## src/hdl/fagr_pkg.sv

```systemverilog
`timescale 1ns / 1ps
`default_nettype none

package fagr_pkg;

  // operand and result widths
  localparam int unsigned OPERAND_WIDTH = 16;
  localparam int unsigned CMD_W         = 3;
  localparam int unsigned PROD_W        = 2 * OPERAND_WIDTH;
  localparam int unsigned NUM_W         = 2 * OPERAND_WIDTH + 1;
  localparam int unsigned DEN_W         = 2 * OPERAND_WIDTH;
  localparam int unsigned K_W           = $clog2(NUM_W + 1);
  localparam int unsigned CNT_W         = $clog2(NUM_W);

  // command codes
  typedef enum logic [CMD_W-1:0] {
    OP_ADD     = 3'd0,
    OP_MUL     = 3'd1,
    OP_ADD_RED = 3'd2,
    OP_CMP     = 3'd3,
    OP_BUILD   = 3'd4
  } op_e;

  // input word
  typedef struct packed {
    logic [CMD_W-1:0]         cmd;
    logic [OPERAND_WIDTH-1:0] left_num;
    logic [OPERAND_WIDTH-1:0] left_den;
    logic [OPERAND_WIDTH-1:0] right_num;
    logic [OPERAND_WIDTH-1:0] right_den;
  } arg_t;

  // result word
  typedef struct packed {
    logic [NUM_W-1:0] res_num;
    logic [DEN_W-1:0] res_den;
    logic             is_equal;
    logic             not_equal;
  } res_t;

  // multiplier operand pairs
  typedef enum logic [1:0] {
    MS_LN_RD,
    MS_LD_RN,
    MS_LN_RN,
    MS_LD_RD
  } mul_sel_e;

  // numerator register sources
  typedef enum logic [2:0] {
    N_HOLD,
    N_PROD,
    N_ADD,
    N_LEFT,
    N_ZERO,
    N_QUO
  } n_sel_e;

  // denominator register sources
  typedef enum logic [2:0] {
    D_HOLD,
    D_PROD,
    D_LEFT,
    D_ONE,
    D_QUO
  } d_sel_e;

  // controller states
  typedef enum logic [3:0] {
    S_IDLE,
    S_DISPATCH,
    S_MUL0,
    S_MUL1,
    S_MUL2,
    S_MUL3,
    S_CHECK,
    S_GCD,
    S_DIV_N,
    S_WB_N,
    S_DIV_D,
    S_WB_D,
    S_FINISH
  } state_e;

  // commands from controller to datapath
  typedef struct packed {
    logic     load;
    logic     blank_set;
    logic     mul_en;
    mul_sel_e mul_sel;
    n_sel_e   n_sel;
    d_sel_e   d_sel;
    logic     gcd_init;
    logic     gcd_step;
    logic     g_form;
    logic     div_init;
    logic     div_src_den;
    logic     div_step;
    logic     res_en;
  } ctl_t;

  // status from datapath to controller
  typedef struct packed {
    logic [CMD_W-1:0] cmd;
    logic             empty;
    logic             left_zero;
    logic             nd_zero;
    logic             gcd_eq;
  } sts_t;

endpackage

`default_nettype wire

```

## src/hdl/fagr_dp.sv

```systemverilog
`timescale 1ns / 1ps
`default_nettype none

module fagr_dp (
  input  wire logic           clk_i,
  input  wire logic           rst_ni,
  input  wire fagr_pkg::arg_t arg_i,
  input  wire fagr_pkg::ctl_t ctl_i,
  output fagr_pkg::sts_t      sts_o,
  output fagr_pkg::res_t      res_o
);
  import fagr_pkg::*;

  arg_t               arg_q;
  logic               blank_q;
  logic [OPERAND_WIDTH-1:0] mul_a;
  logic [OPERAND_WIDTH-1:0] mul_b;
  logic [PROD_W-1:0]  prod_q;
  logic [NUM_W-1:0]   n_q, n_d;
  logic [DEN_W-1:0]   d_q, d_d;
  logic [NUM_W-1:0]   a_q, a_d;
  logic [NUM_W-1:0]   b_q, b_d;
  logic [K_W-1:0]     k_q, k_d;
  logic [NUM_W-1:0]   g_q;
  logic [NUM_W-1:0]   rem_q, rem_d;
  logic [NUM_W-1:0]   quo_q, quo_d;
  logic [NUM_W:0]     trial;
  logic               fits;
  logic               match;
  logic               is_cmp;
  res_t               res_q;

  // input word capture
  always_ff @(posedge clk_i) begin
    if (ctl_i.load) begin
      arg_q <= arg_i;
    end
  end

  // blank result marker
  always_ff @(posedge clk_i or negedge rst_ni) begin
    if (!rst_ni) begin
      blank_q <= 1'b0;
    end else if (ctl_i.load) begin
      blank_q <= 1'b0;
    end else if (ctl_i.blank_set) begin
      blank_q <= 1'b1;
    end
  end

  // shared multiplier operand select
  always_comb begin
    case (ctl_i.mul_sel)
      MS_LN_RD: begin
        mul_a = arg_q.left_num;
        mul_b = arg_q.right_den;
      end
      MS_LD_RN: begin
        mul_a = arg_q.left_den;
        mul_b = arg_q.right_num;
      end
      MS_LN_RN: begin
        mul_a = arg_q.left_num;
        mul_b = arg_q.right_num;
      end
      default: begin
        mul_a = arg_q.left_den;
        mul_b = arg_q.right_den;
      end
    endcase
  end

  // registered product
  always_ff @(posedge clk_i) begin
    if (ctl_i.mul_en) begin
      prod_q <= PROD_W'(mul_a) * PROD_W'(mul_b);
    end
  end

  // numerator and denominator working registers
  always_comb begin
    case (ctl_i.n_sel)
      N_PROD:  n_d = NUM_W'(prod_q);
      N_ADD:   n_d = n_q + NUM_W'(prod_q);
      N_LEFT:  n_d = NUM_W'(arg_q.left_num);
      N_ZERO:  n_d = '0;
      N_QUO:   n_d = quo_q;
      default: n_d = n_q;
    endcase
    case (ctl_i.d_sel)
      D_PROD:  d_d = prod_q;
      D_LEFT:  d_d = DEN_W'(arg_q.left_den);
      D_ONE:   d_d = DEN_W'(1);
      D_QUO:   d_d = quo_q[DEN_W-1:0];
      default: d_d = d_q;
    endcase
  end

  always_ff @(posedge clk_i) begin
    n_q <= n_d;
    d_q <= d_d;
  end

  // binary gcd, one halving or subtraction per cycle
  always_comb begin
    a_d = a_q;
    b_d = b_q;
    k_d = k_q;
    if (ctl_i.gcd_init) begin
      a_d = n_q;
      b_d = NUM_W'(d_q);
      k_d = '0;
    end else if (ctl_i.gcd_step) begin
      if (!a_q[0] && !b_q[0]) begin
        a_d = a_q >> 1;
        b_d = b_q >> 1;
        k_d = k_q + K_W'(1);
      end else if (!a_q[0]) begin
        a_d = a_q >> 1;
      end else if (!b_q[0]) begin
        b_d = b_q >> 1;
      end else if (a_q > b_q) begin
        a_d = a_q - b_q;
      end else begin
        b_d = b_q - a_q;
      end
    end
  end

  always_ff @(posedge clk_i) begin
    a_q <= a_d;
    b_q <= b_d;
    k_q <= k_d;
    if (ctl_i.g_form) begin
      g_q <= a_q << k_q;
    end
  end

  // restoring divider, one quotient bit per cycle
  assign trial = {rem_q, quo_q[NUM_W-1]};
  assign fits  = trial >= {1'b0, g_q};

  always_comb begin
    rem_d = rem_q;
    quo_d = quo_q;
    if (ctl_i.div_init) begin
      rem_d = '0;
      quo_d = ctl_i.div_src_den ? NUM_W'(d_q) : n_q;
    end else if (ctl_i.div_step) begin
      rem_d = fits ? NUM_W'(trial - {1'b0, g_q}) : trial[NUM_W-1:0];
      quo_d = {quo_q[NUM_W-2:0], fits};
    end
  end

  always_ff @(posedge clk_i) begin
    rem_q <= rem_d;
    quo_q <= quo_d;
  end

  // result word and comparison flags
  assign is_cmp = (arg_q.cmd == OP_CMP) && !blank_q;
  assign match  = (n_q == NUM_W'(arg_q.right_num)) && (d_q == DEN_W'(arg_q.right_den));

  always_ff @(posedge clk_i) begin
    if (ctl_i.res_en) begin
      res_q.res_num   <= n_q;
      res_q.res_den   <= d_q;
      res_q.is_equal  <= is_cmp && match;
      res_q.not_equal <= is_cmp && !match;
    end
  end

  assign res_o = res_q;

  // status to controller
  assign sts_o.cmd       = arg_q.cmd;
  assign sts_o.empty     = (arg_q.left_num == '0) && (arg_q.left_den == OPERAND_WIDTH'(1));
  assign sts_o.left_zero = (arg_q.left_num == '0) || (arg_q.left_den == '0);
  assign sts_o.nd_zero   = (n_q == '0) || (d_q == '0);
  assign sts_o.gcd_eq    = (a_q == b_q);

`ifndef SYNTH
  // the gcd must divide the value exactly
  a_div_exact: assert property (@(posedge clk_i) disable iff (!rst_ni)
    (ctl_i.n_sel == N_QUO || ctl_i.d_sel == D_QUO) |-> rem_q == '0)
    else $error("division by gcd left a remainder");

  // the gcd loop never runs on a zero value
  a_gcd_nonzero: assert property (@(posedge clk_i) disable iff (!rst_ni)
    ctl_i.gcd_step |-> (a_q != '0) && (b_q != '0))
    else $error("gcd step on a zero operand");
`endif

endmodule

`default_nettype wire

```

## src/hdl/fagr_ctrl.sv

```systemverilog
`timescale 1ns / 1ps
`default_nettype none

module fagr_ctrl (
  input  wire logic           clk_i,
  input  wire logic           rst_ni,
  input  wire logic           start,
  output logic                busy,
  output logic                done_o,
  input  wire fagr_pkg::sts_t sts_i,
  output fagr_pkg::ctl_t      ctl_o
);
  import fagr_pkg::*;

  localparam logic [CNT_W-1:0] CntLast = CNT_W'(NUM_W - 1);

  state_e             state_q, state_d;
  logic [CNT_W-1:0]   cnt_q, cnt_d;
  logic               done_q, done_d;
  op_e                op;

  assign op = op_e'(sts_i.cmd);

  // state, step counter and result strobe
  always_ff @(posedge clk_i or negedge rst_ni) begin
    if (!rst_ni) begin
      state_q <= S_IDLE;
      cnt_q   <= '0;
      done_q  <= 1'b0;
    end else begin
      state_q <= state_d;
      cnt_q   <= cnt_d;
      done_q  <= done_d;
    end
  end

  // next state and datapath commands
  always_comb begin
    state_d = state_q;
    cnt_d   = cnt_q;
    done_d  = 1'b0;
    ctl_o   = '0;
    unique case (state_q)
      S_IDLE: begin
        if (start) begin
          ctl_o.load = 1'b1;
          state_d    = S_DISPATCH;
        end
      end
      S_DISPATCH: begin
        unique case (op) inside
          OP_ADD, OP_MUL, OP_ADD_RED: begin
            if (sts_i.empty) begin
              ctl_o.n_sel     = N_ZERO;
              ctl_o.d_sel     = D_ONE;
              ctl_o.blank_set = 1'b1;
              state_d         = S_FINISH;
            end else begin
              state_d = S_MUL0;
            end
          end
          OP_CMP: begin
            ctl_o.n_sel = sts_i.empty ? N_ZERO : N_LEFT;
            ctl_o.d_sel = sts_i.empty ? D_ONE : D_LEFT;
            ctl_o.blank_set = sts_i.empty;
            state_d     = sts_i.empty ? S_FINISH : S_CHECK;
          end
          OP_BUILD: begin
            ctl_o.n_sel = sts_i.left_zero ? N_ZERO : N_LEFT;
            ctl_o.d_sel = sts_i.left_zero ? D_ONE : D_LEFT;
            ctl_o.blank_set = sts_i.left_zero;
            state_d     = sts_i.left_zero ? S_FINISH : S_CHECK;
          end
          default: begin
            // undefined command gives 0/1
            ctl_o.n_sel     = N_ZERO;
            ctl_o.d_sel     = D_ONE;
            ctl_o.blank_set = 1'b1;
            state_d         = S_FINISH;
          end
        endcase
      end
      // products: first numerator term, second term, denominator
      S_MUL0: begin
        ctl_o.mul_en  = 1'b1;
        ctl_o.mul_sel = (op == OP_MUL) ? MS_LN_RN : MS_LN_RD;
        state_d       = S_MUL1;
      end
      S_MUL1: begin
        ctl_o.n_sel   = N_PROD;
        ctl_o.mul_en  = 1'b1;
        ctl_o.mul_sel = MS_LD_RN;
        state_d       = S_MUL2;
      end
      S_MUL2: begin
        ctl_o.n_sel   = (op == OP_MUL) ? N_HOLD : N_ADD;
        ctl_o.mul_en  = 1'b1;
        ctl_o.mul_sel = MS_LD_RD;
        state_d       = S_MUL3;
      end
      S_MUL3: begin
        ctl_o.d_sel = D_PROD;
        state_d     = (op == OP_ADD_RED) ? S_CHECK : S_FINISH;
      end
      // a zero on either side leaves the fraction as it is
      S_CHECK: begin
        if (sts_i.nd_zero) begin
          state_d = S_FINISH;
        end else begin
          ctl_o.gcd_init = 1'b1;
          state_d        = S_GCD;
        end
      end
      S_GCD: begin
        if (sts_i.gcd_eq) begin
          ctl_o.g_form   = 1'b1;
          ctl_o.div_init = 1'b1;
          cnt_d          = '0;
          state_d        = S_DIV_N;
        end else begin
          ctl_o.gcd_step = 1'b1;
        end
      end
      S_DIV_N: begin
        ctl_o.div_step = 1'b1;
        cnt_d          = cnt_q + CNT_W'(1);
        if (cnt_q == CntLast) begin
          state_d = S_WB_N;
        end
      end
      S_WB_N: begin
        ctl_o.n_sel       = N_QUO;
        ctl_o.div_init    = 1'b1;
        ctl_o.div_src_den = 1'b1;
        cnt_d             = '0;
        state_d           = S_DIV_D;
      end
      S_DIV_D: begin
        ctl_o.div_step = 1'b1;
        cnt_d          = cnt_q + CNT_W'(1);
        if (cnt_q == CntLast) begin
          state_d = S_WB_D;
        end
      end
      S_WB_D: begin
        ctl_o.d_sel = D_QUO;
        state_d     = S_FINISH;
      end
      S_FINISH: begin
        ctl_o.res_en = 1'b1;
        done_d       = 1'b1;
        state_d      = S_IDLE;
      end
      default: begin
        state_d = S_IDLE;
      end
    endcase
  end

  assign busy   = (state_q != S_IDLE);
  assign done_o = done_q;

`ifndef SYNTH
  // one strobe per word
  a_done_single: assert property (@(posedge clk_i) disable iff (!rst_ni)
    done_o |=> !done_o)
    else $error("result strobe held for more than one cycle");

  // the strobe comes with the unit back in idle
  a_done_idle: assert property (@(posedge clk_i) disable iff (!rst_ni)
    done_o |-> !busy)
    else $error("result strobe while still busy");

  // an accepted word makes the unit busy
  a_start_busy: assert property (@(posedge clk_i) disable iff (!rst_ni)
    (start && !busy) |=> busy && !done_o)
    else $error("accepted word did not start the unit");

  // divider counter only runs inside the division states
  a_cnt_div: assert property (@(posedge clk_i) disable iff (!rst_ni)
    ctl_o.div_step |-> (state_q == S_DIV_N || state_q == S_DIV_D))
    else $error("divider step outside division");
`endif

endmodule

`default_nettype wire

```

## src/hdl/fraction_arith_gcd_reduce_top.sv

```systemverilog
`timescale 1ns / 1ps
`default_nettype none

// Rational arithmetic unit: add, multiply, add and reduce, compare against a
// reduced left fraction, and build a reduced fraction, on 16-bit operands.
// A word is taken when start is high and busy is low; busy then stays high
// until the result word appears for one cycle with done_o, and the receiver
// must take it then, as it cannot stall the unit. One word is in flight at a
// time. An empty left fraction, an undefined command and build with a zero
// operand go from dispatch straight to the result; compare with a zero
// numerator or denominator adds only the zero check; add and multiply pass
// through the multiplier states; add and reduce whose sum or denominator is
// zero adds the zero check. Reduction adds the binary gcd loop, one halving or
// subtraction per cycle, and two restoring divisions, numerator then
// denominator, on one shared divider, each followed by a write-back.
// The gcd loop and the bit-serial divider set the run time of a reduction.

module fraction_arith_gcd_reduce_top (
  input  wire logic           clk_i,
  input  wire logic           rst_ni,
  input  wire logic           start,
  output logic                busy,
  input  wire fagr_pkg::arg_t arg_i,
  output logic                done_o,
  output fagr_pkg::res_t      res_o
);
  import fagr_pkg::*;

  ctl_t ctl;
  sts_t sts;

  // sequencer
  fagr_ctrl u_ctrl (
    .clk_i  (clk_i),
    .rst_ni (rst_ni),
    .start  (start),
    .busy   (busy),
    .done_o (done_o),
    .sts_i  (sts),
    .ctl_o  (ctl)
  );

  // multiplier, gcd and divider datapath
  fagr_dp u_dp (
    .clk_i  (clk_i),
    .rst_ni (rst_ni),
    .arg_i  (arg_i),
    .ctl_i  (ctl),
    .sts_o  (sts),
    .res_o  (res_o)
  );

endmodule

`default_nettype wire

```

## config.mk

```make
export PLATFORM = sky130hd
export DESIGN_NAME = fraction_arith_gcd_reduce_top
export DESIGN_NICKNAME = d
export VERILOG_FILES = /design/src/hdl/fagr_pkg.sv /design/src/hdl/fagr_dp.sv /design/src/hdl/fagr_ctrl.sv /design/src/hdl/fraction_arith_gcd_reduce_top.sv
export SDC_FILE = /design/constraint.sdc
export NUM_CORES = 2
export LEC_CHECK = 0
export BUFFER_PORTS_ARGS = -buffer_cell sky130_fd_sc_hd__clkbuf_2
export CAP_MARGIN = 10
export CORE_MARGIN = 10
export CORE_UTILIZATION = 55
export CTS_CLUSTER_SIZE = 25
export DETAILED_ROUTE_END_ITERATION = 8
export PLACE_DENSITY_LB_ADDON = 0.3
export SLEW_MARGIN = 0
export SYNTH_ARGS = -nofsm -noshare
export SYNTH_HDL_FRONTEND = slang
export SYNTH_SLANG_ARGS = --single-unit
```

## constraint.sdc

```tcl
create_clock -name clk_i -period 8.85 [get_ports clk_i]
set_input_delay 0 -clock clk_i [delete_from_list [all_inputs] [get_ports clk_i]]
set_output_delay 0 -clock clk_i [all_outputs]
set_load 0.01 [all_outputs]
```

# Word-level counts from Yosys, hierarchy flattened
# Cells that the tools add are included.
# word_totals
in_bits	70
word_cells	174
reg_bits	414
# classes
eq_ne	40
magnitude_cmp	2
muxes	60
reduce_logical	39
multipliers	1
add_sub_neg	6
n_shift	1
# ops
operator	n
$mux W33	14
$pmux W33 S5	1
$pmux W32 S4	1
$sub A33 B33 Y33	3
$mux W32	2
$pmux W4 S12	1
$mux W4	9
$pmux W6 S3	2
$ge A34 B33 Y1	1
$add A33 B32 Y33	1
$eq A33 B16 Y1	1
$eq A33 B33 Y1	1
$gt A33 B33 Y1	1
$logic_not A33 Y1	1
$shl A33 B6 Y33	1
$eq A32 B16 Y1	1
$logic_not A16 Y1	2
$logic_not A32 Y1	1
$mul A16 B16 Y32	1
$mux W16	2
$eq A4 B4 Y1 const B	5
$eq A3 B2 Y1 const B	6
$pmux W3 S3	2
$eq A16 B1 Y1 const B	1
36 further kinds	88

# Longest topological paths before layout
# logic_depth
word_depth	7
ltp_mapped	29
ltp_nobuf	26

# By module
# Synthesis repeated with hierarchy kept, for this count alone.
# hier_totals
cells_unflattened	3724
area_unflattened_um2	35345.1
# modules_own_cells
mod	instances	cells_per_inst	area_per_inst_um2
fagr_dp	1	3614	34456.8
fagr_ctrl	1	110	888.4

# Worst setup path after synthesis
# Ideal clock, no wire load.
# synth_path
path_type	register to register
start	reg u_ctrl.state_q[2]
end	reg u_dp.prod_q[31], data pin
required_time_ns	8.591
period_less_slack_ns	7.799
arrival_time_ns	7.539
setup_time_ns	0.259
n_path_buf	3
path_stages_with_launch	29
setup_slack_ns	1.051
path_cell_list	dfrtp_1 > clkbuf_1 > nand2b_1 > or2_2 > a21oi_1 > buf_2 > buf_2 > mux2i_1 > nor2_1 > fa_1 > inv_1 > fa_1 > fa_1 > inv_1 > fa_1 > fa_1 > inv_1 > fa_1 > inv_1 > ha_1 > a21o_1 > a31o_2 > a21oi_1 > o21ai_0 > a211oi_1 > a21oi_1 > a221oi_1 > a21oi_1 > xnor2_1
# synth_via
elab_chain_len	6
word_cells_on_any_way	12
# synth_rtl
element	line_no	source
from (decl)	fagr_ctrl.sv:17	state_e state_q, state_d;
from (signal assigned)	fagr_ctrl.sv:31	state_q <= state_d;
$eq A4 B3 Y1 or $eq A4 B2 Y1 (tied branches)	fagr_ctrl.sv:43	unique case (state_q)
$pmux W3 S3 (*)	fagr_ctrl.sv:43	
$eq A2 B2 Y1 (tied with other cells)	fagr_dp.sv:53	case (ctl_i.mul_sel)
$reduce_or A2 Y1 (no line)	n/a	
$mux W16	fagr_dp.sv:53	
$mul A16 B16 Y32 (*)	fagr_dp.sv:76	prod_q <= PROD_W'(mul_a) * PROD_W'(mul_b);
to (signal assigned)	fagr_dp.sv:76	
to (decl)	fagr_dp.sv:18	logic [PROD_W-1:0] prod_q;
# Every way passes the cells marked *; elsewhere a longest branch is shown, timed or not.
# A chain may end at the register's enable or synchronous reset.

# Worst setup path in the final report
# layout_path
start	reg u_ctrl.state_q[2]
end	reg u_dp.prod_q[26], data pin
# The elaborated chain is that of the path after synthesis.

==> results.sh <==
export IMPL_grt_max_degree=86
export IMPL_cts_tree="yes"
export IMPL_finalSetupViolCount=0
export IMPL_max_freq_ghz=0.123
export IMPL_core_area_um2=61900
export IMPL_die_w_um=271
export IMPL_holdCritPathClass="in -> reg"
export IMPL_syn_to_final_growth_pct=11.0
export IMPL_gp_congestion=1.02
export IMPL_dr_pass1_iters=8
export IMPL_clk_pin_slew_ns=0.07
export IMPL_grt_overflow=0
export IMPL_netlist_top_cells_area="edfxtp_1, fa_1, ha_1"
export IMPL_cp_required_ns=9.20
export IMPL_drtIter0Drc=3070
export IMPL_yosysTopAreaCellShare=0.314
export IMPL_cts_root_buf="clkbuf_16"
export IMPL_synth_area_um2=34600
export IMPL_ys_types=86
export IMPL_cap_violations=0
export IMPL_post_route_drc_count=0
export IMPL_synth_compound_area_frac=0.162
export IMPL_worst_pin_slew_ns=1.12
export IMPL_synth_commonest_cells="nand2_1, inv_1, edfxtp_1, nor2_1, ha_1"
export IMPL_h_tree_depth=2
export IMPL_synth_top_area_cell="edfxtp_1"
export IMPL_fillers=5279
export IMPL_antenna_left=0
export IMPL_clock_sinks=414
export IMPL_fin_crit_ns=8.13
export IMPL_multiInputGateArea_um2=20700
export IMPL_wl_per_cell_um=23.6
export IMPL_syn_inst=3620
export IMPL_dpl_hpwl_um=83600
export IMPL_yosys_area_share_simple=0.138
export IMPL_yosysSeqAreaShare=0.346
export IMPL_seq_area_um2=12000
export IMPL_yosysMostFrequentCell="nand2_1"
export IMPL_cts_buffers=47
export IMPL_clk_path_buf_depth=3
export IMPL_drive_gt1_frac=0.0993
export IMPL_final_setup_skew_ns=0.0245
export IMPL_via_per_inst=6.20
export IMPL_status="finished, final reports clean"
export IMPL_ios=139
export IMPL_port_buffers=138
export IMPL_rsz0062_at_grt="no"
export IMPL_num_nets_final=4267
export IMPL_ys_async_sr_fraction=0.0290
export IMPL_initial_utilization=0.558
export IMPL_drv_slew=0
export IMPL_final_util=0.620
export IMPL_cp_start_kind="flip-flop"
export IMPL_syn_nets=4126
export IMPL_rows=91
export IMPL_finalCritPeriodShare=0.919
export IMPL_path_max_fanout=32
export IMPL_synth_seq_cells=414
export IMPL_worst_setup_path_type="reg -> reg"
export IMPL_dieArea_um2=73300
export IMPL_grt_antenna_before_repair=1
export IMPL_cts_resized=0
export IMPL_synth_xor_area_frac=0.0436
export IMPL_slew_headroom=0.249
export IMPL_synth_ff_type="edfxtp_1"
export IMPL_totalWireLength_um=110000
export IMPL_syn_area_per_cell_um2=9.55
export IMPL_cp_arrival_ns=8.48
export IMPL_vias=28700
export IMPL_synth_warnings=0
export IMPL_grt_pass1_vias=27800
export IMPL_clk_latency_ns=0.62
export IMPL_synth_edf_count=362
export IMPL_synthAdderAreaFrac=0.201
export IMPL_grt_pass1_wl_um=167000
export IMPL_grt_use_total=0.291
export IMPL_synth_mux_area_frac=0.0505
export IMPL_end_kind="flip-flop"
export IMPL_tns_ns=0
export IMPL_synth_top_family_by_area="adder cells"
export IMPL_hold_violations=0
export IMPL_die_h_um=271
-- layout by cell type, fill, tap and decap left out, drive strengths merged, types with 39 or more instances in the layout --
cell type    count
a21o            84
buf             54
nand2          431
nor3            39
nor4            42
mux2            43
and3            49
xor2            87
dlygate4sd3     70
a21oi          224
nand4           41
edfxtp         362
fa             198
mux2i           92
o21ai          179
dfxtp           40
xnor2           85
ha             238
inv            367
clkbuf         192
nor2           326
o21a            44
-- cell type report --
type / count / area share
multi-input cells: 2670 / 0.538
flip-flops and latches: 414 / 0.312
repair buffers: 262 / 0.0471
inverters: 366 / 0.0358
clock buffers: 54 / 0.0321
well taps: 837 / 0.0273
clock inverters: 30 / 0.00720
diodes: 1 / 0.0000652
-- final timing paths --
| check | from | endpoint | slack [ns] | cells after the start |
|---|---|---|---|---|
| hold / removal | arg_i[39] | u_dp.arg_q[39] | 0.09 | 2 |
| hold reg to reg | u_dp.rem_q[1] | u_dp.rem_q[1] | 0.49 | 2 |
| max in group asynchronous | rst_ni | u_ctrl.state_q[0] | 7.91 | 3 |
| setup reg to reg | u_ctrl.state_q[2] | u_dp.prod_q[26] | 0.72 | 27 |
| setup / recovery | u_ctrl.state_q[2] | u_dp.prod_q[26] | 0.72 | 27 |
| min in group asynchronous | rst_ni | u_ctrl.done_o | 0.50 | 3 |
-- flip-flops by register name (all words and copies together), names as in the netlist --
signal	cells
u_dp.res_o	67
u_dp.arg_q	64
u_dp.a_q	33
u_dp.b_q	33
u_dp.g_q	33
u_dp.n_q	33
u_dp.quo_q	33
u_dp.rem_q	33
u_dp.d_q	32
u_dp.prod_q	32
u_ctrl.cnt_q	6
u_dp.k_q	6
u_ctrl.state_q	4
u_dp.sts_o	3
u_ctrl.done_o	1
u_dp.blank_q	1
-- metal layers --
| metal | wire length [um] | share of wire | GRT usage |
|---|---|---|---|
| met2 | 51500 | 0.47 | 0.480 |
| met3 | 9520 | 0.087 | 0.0435 |
| met5 | 0 | 0 | 0 |
| met4 | 5150 | 0.047 | 0.123 |
| met1 | 43300 | 0.40 | 0.377 |
-- through the flow --
| step | setup slack [ns] | area (um2) | hold WS (ns) | std cells |
|---|---|---|---|---|
| 2_1_floorplan | 1.05 | 34600 | -0.296 | 3620 |
| 3_3_place_gp | 0.928 | 36200 | -0.0631 | 4479 |
| 3_5_place_dp | 0.815 | 36200 | -0.0713 | 4479 |
| 4_1_cts | 0.792 | 38400 | 0.0615 | 4633 |
| 5_1_grt | 0.296 | 38400 | 0.104 | 4633 |
| 6_report | 0.717 | 38400 | 0.0932 | 4634 |
-- worst max-delay path, cell delays in order (launching register included) --
cell	delay, ns
dfrtp_1	0.51
nand2b_1	0.30
or2_2	0.34
a21oi_4	0.18
buf_12	0.25
mux2i_1	0.50
nor2_1	0.14
fa_1	0.56
inv_1	0.05
fa_1	0.46
fa_1	0.43
fa_1	0.50
inv_1	0.06
fa_1	0.53
inv_1	0.05
fa_1	0.47
inv_1	0.04
ha_1	0.35
a21o_1	0.18
a21o_1	0.16
a21oi_1	0.13
o31ai_1	0.11
buf_4	0.17
a2111oi_0	0.70
nor2_1	0.18
a21o_1	0.23
a21oi_1	0.17
xnor2_1	0.08
-- what timing repair did --
item / in CTS / in global routing
hold endpoints to repair: 81 / 0
buffers inserted: 0 / 0
setup endpoints to repair: 0 / 0
hold buffers: 70 / 0
-- kinds of logic after synthesis --
logic type / count (synthesis)
flip-flops: 414
adder cells (fa/ha/maj): 436
buffers and inverters: 536
AO/OA/AOI/OAI: 841
XOR/XNOR: 172
AND/OR/NAND/NOR: 1071
multiplexers: 150
Power is left out: the tool's default activity adds up to more than one toggle a clock period on the data nets, which glitch-free logic cannot reach.
